[src/sv/dss_pkg.sv]
// ----------------------------------------------------------------------------
// dss_pkg
// shared constants and types of the digit-sum stable sorter
// ----------------------------------------------------------------------------
package dss_pkg;

	localparam int MAX_ITEMS = 64;
	localparam int IDX_W     = (MAX_ITEMS > 1) ? $clog2(MAX_ITEMS) : 1;
	localparam int CNT_W     = $clog2(MAX_ITEMS + 1);
	localparam int VAL_W     = 31;
	localparam int KEY_W     = 7;
	localparam int DIG_W     = 4;
	localparam int NUM_DIGITS = 10;

	localparam logic [DIG_W-1:0] DIGIT_BASE  = 4'd10;
	localparam logic [31:0]      RECIP_10    = 32'hCCCC_CCCD;
	localparam int               RECIP_SHIFT = 35;
	localparam logic [NUM_DIGITS-1:0] ALL_DIGITS = '1;

	typedef struct packed {
		logic                  busy;
		logic                  done;
		logic [NUM_DIGITS-1:0] digit_oh;
		logic [KEY_W-1:0]      key;
	} dss_digit_status_t;

	typedef struct packed {
		logic             en;
		logic [IDX_W-1:0] addr;
		logic [VAL_W-1:0] value;
		logic [KEY_W-1:0] key;
	} dss_wr_t;

endpackage

[src/sv/dss_store.sv]
// ----------------------------------------------------------------------------
// dss_store
// value and key memories, one write port and one registered read port
// ----------------------------------------------------------------------------
module dss_store
	import dss_pkg::*;
(
	input  logic             clk,
	input  dss_wr_t          wr,
	input  logic             rd_en,
	input  logic [IDX_W-1:0] rd_addr,
	output logic [VAL_W-1:0] rd_value,
	output logic [KEY_W-1:0] rd_key
);

	logic [VAL_W-1:0] value_mem [MAX_ITEMS];
	logic [KEY_W-1:0] key_mem   [MAX_ITEMS];

	always_ff @(posedge clk) begin
		if (wr.en) begin
			value_mem[wr.addr] <= wr.value;
			key_mem[wr.addr]   <= wr.key;
		end
	end

	always_ff @(posedge clk) begin
		if (rd_en) begin
			rd_value <= value_mem[rd_addr];
			rd_key   <= key_mem[rd_addr];
		end
	end

endmodule

[config.mk]
export PLATFORM = sky130hd
export DESIGN_NAME = dss_store
export DESIGN_NICKNAME = d
export VERILOG_FILES = /design/src/sv/dss_pkg.sv /design/src/sv/dss_store.sv
export SDC_FILE = /design/constraint.sdc
export NUM_CORES = 2
export LEC_CHECK = 0
export BUFFER_PORTS_ARGS = -buffer_cell sky130_fd_sc_hd__buf_2
export CORE_ASPECT_RATIO = 0.75
export CORE_MARGIN = 4
export CORE_UTILIZATION = 40
export CTS_CLUSTER_DIAMETER = 40
export CTS_CLUSTER_SIZE = 10
export DETAILED_ROUTE_END_ITERATION = 7
export GPL_ROUTABILITY_DRIVEN = 0
export PLACE_DENSITY = 0.61
export SYNTH_ARGS = -nofsm -noshare
export SYNTH_HDL_FRONTEND = slang
export SYNTH_SLANG_ARGS = --single-unit
[constraint.sdc]
create_clock -name clk -period 3.73 [get_ports clk]
set_input_delay 0.746 -clock clk [delete_from_list [all_inputs] [get_ports clk]]
set_output_delay 0.746 -clock clk [all_outputs]
set_load 0.02 [all_outputs]
==> metrics.md <==
| Metric | Value |
|---|---|
| Final Setup Violations | 0 |
| Worst Hold Path EP | value_mem[27][4]$_DFFE_PP_ |
| First-pass GRT wire length | about 350000 µm |
| Cell area after synthesis | ~93000 µm² |
| Worst path max stage delay | about 0.96 ns |
| Cts hold-fix bufs | 0 |
| Largest net degree at the start of global routing | 70 |
| WL met3 | 23370 µm |
| Synth warn | 0 |
| CP Capture Type | register |
| Initial DRC count | a little over 6000 |
| Worst-case clock buffer depth | 4 |
| GRT Overall Usage | 20.42% |
| Via count | approximately 46000 |
| Type of the worst setup path | in -> reg |
| Routed length on met2 | about 110000 µm |
| Share of synthesized registers carrying an async set or reset | 0% |
| R2R setup slack | around 1.6 ns |
| CTS tree | built |
| Die area | between 200000 and 250000 µm² |
| Worst-path clk slew | approximately 0.050 ns |
| Logic gate share of total power | between 4 and 5% |
| Fin Clk Skew | ~0.026 ns |
| Syn Inst Count | 3967 |
| Switch share | 20.57% |
| Seq cells post-synth | approximately 2500 |
| Top Metal Used | met4 |
| Power Total | approximately 60000 µW |
| Final Cycle Share | a little under three quarters |
| R2r startpoint | value_mem[7][2]$_DFFE_PP_ |
| Commonest cells post-synth | edfxtp_1, mux4_2, o22ai_1 |
| HPWL after detailed placement | around 140000 µm |
| Filler cells | around 19000 |
| Top-count cell post-synth | edfxtp_1 |
| Outcome | complete, no violations |
| Crit path launch type | input pin |
| CP bufs+invs | 4 |
| Final Critical Period | between 2 and 3 ns |
| Area of the multi-input gates | ~18000 µm² |
| WL met1 | roughly 110000 µm |
| Biggest area consumer among synthesized cells | edfxtp_1 |
| Post-synthesis cell type count | 38 |
| Die X | about 570 µm |
| Worst skew pair latency | roughly 0.8 ns |
| Crit-path cells | buf_8 > buf_12 > buf_12 > mux4_2 > o22ai_1 > nor4_1 > buf_4 > o22a_1 |
| CP max FO | 31 |
| Psw | around 12000 µW |
| Drt total wl | 248000 µm |
| Hold Fails Final Rpt | 0 |
| Hold Path Cell Cnt | 1 |
| Register area share after synthesis | about four fifths |
| DRC | 0 |
| Max Slew Vio Count | 0 |
| Worst hold path type | in -> reg |
| RSZ-0062 raised after global routing | false |
| Data required, critical path | between 4 and 5 ns |
| Core Box Area | between 200000 and 250000 µm² |
| Reg-to-reg critical path endpoint | rd_value[2]$_DFFE_PP_ |
| Internal | between 40000 and 50000 µW |
| EDFF count, synth | between 2000 and 2500 |
| Synthesized area per cell | 23.52 µm² |
| Port-buffer cells | 90 |
| Post-CTS sizing | 0 |
| Row count | 153 |
| CP top delay family | buffers and inverters |
| Synth Flop Type | edfxtp_1 |
| Vias per Instance | between 5 and 6 |
| Post-route ant nets | 0 |
| Worst-margin pin slew | ~1.3 ns |
| Fin nets | about 4600 |
| R2R cell count | 5 |
| Initial antenna violation count | 20 |
| Post-synth top area share | between 70% and 80% |
| Fmax | around 380 MHz |
| Area delta synth->final | 16.90% |
| Most common cell on crit path | buf_12 |
| Vias in the first global route | 45464 |
| Drt wl/cell | 32.46 µm |
| Highest-delay cell along the critical path | nor4_1 |
| Clock Power Share | between 40 and 50% |
| Synth top area cells | edfxtp_1, mux4_2, o22ai_1 |
| Layout cells sized above 1 | 32.38% |
| Pwr dens | approximately 530 nW/µm² |
| Sequential fraction of design power | between 50% and 60% |
| Post-route setup TNS | 0 ns |
| Postcts setup bufs | 0 |
| Grt ovf | 0 |
| Initial Util | between 40% and 50% |
| IO Count | 91 |
| # H-tree levels | 5 |
| Relative slew slack | 15.35% |
| CTS sink cnt | 2470 |
| Max_cap viols | 0 |
| VDD IR max | between 0.3 and 0.4 mV |
| Syn Nets | 4020 |
| Root Buffer | clkbuf_16 |
| Leak | 0.03383 µW |
| TritonCTS buffer count | about 290 |
| Reg area | approximately 74000 µm² |
| Die H | 426.2 µm |
| Crit path DAT | approximately 3.3 ns |
| First-pass DRT Iterations | 6 |
| Hold Crit Start | wr[11] |
==> through the flow <==
| step | util, % | instance area (µm²) | cells | hold WS (ns) | setup slack (ns) |
|---|---|---|---|---|---|
| 5_1_grt | 47.04 | 109000 | 7637 | 0.5151 | 1.054 |
| 3_5_place_dp | 43.65 | 101200 | 7303 | 0.8842 | 0.1670 |
| 6_report | 47.04 | 109100 | 7641 | 0.5483 | 1.082 |
| 3_3_place_gp | 43.65 | 101200 | 7303 | 0.8855 | 0.1015 |
| 2_1_floorplan | - | 93290 | 3967 | 0.8361 | 0.1141 |
| 4_1_cts | 47.04 | 109000 | 7637 | 0.4986 | 1.051 |
==> power by group through the flow <==
stage	Combinational [µW]	Sequential [µW]	Clock [µW]
floorplan	1440	31500	0
global placement	2810	31500	0
detailed placement	2850	31500	0
CTS	2850	30900	25000
global route	2980	30900	26300
finish	2810	30900	24600
==> per-layer routing <==
layer,up-vias,track usage [%]
met2,2399,30.34
met1,24912,31.21
li1,18158,-
met5,-,0
met4,0,4.649
met3,345,4.188
==> cells by family (layout without fill, tap and decap cells) <==
group	after synthesis	after routing	share of synthesized area, %
and+or+nand+nor	300	300	1.640
AOI/OAI and AO/OA	321	321	2.519
DFF	2470	2470	79.50
muxes	652	652	15.05
other	0	4	0
buffers and inverters	224	794	1.292
==> area by class of cell <==
type / count / area share (%)
tap: 3100 / 3.557
timing repair buffer: 460 / 4.332
clock buffer: 311 / 7.019
clock inverter: 23 / 0.1801
sequential: 2470 / 68.01
multi-input combinational: 1273 / 16.89
antenna: 4 / 0.009178
==> flip-flops by register name, indices dropped and copies added (netlist names) <==
register / flops
rd_key: 7
rd_value: 31
value_mem: 1984
key_mem: 448
==> worst max-delay path by stage <==
stage                                     endpoint        from  slack [ns]  depth (start not counted)
after floorplan           key_mem[10][0]$_DFFE_PP_      wr[41]        0.11                          4
after global placement       rd_value[2]$_DFFE_PP_  rd_addr[1]        0.10                          7
after detailed placement     rd_value[2]$_DFFE_PP_  rd_addr[0]        0.17                          8
after CTS                    rd_value[2]$_DFFE_PP_  rd_addr[0]        1.05                          8
after global routing         rd_value[2]$_DFFE_PP_  rd_addr[0]        1.05                          8
final                        rd_value[2]$_DFFE_PP_  rd_addr[0]        1.08                          8
==> placed cells by master, fill, tap and decap left out, types with 35 or more instances in the layout <==
cell / count
a211oi_1: 48
a22oi_1: 63
buf_12: 117
buf_2: 86
buf_4: 254
clkbuf_16: 305
edfxtp_1: 2470
mux2i_1: 49
mux4_2: 600
nand3_1: 44
nor2_4: 64
nor2b_1: 37
o221ai_1: 35
o22ai_1: 127
Power figures use the tool's default switching activity.
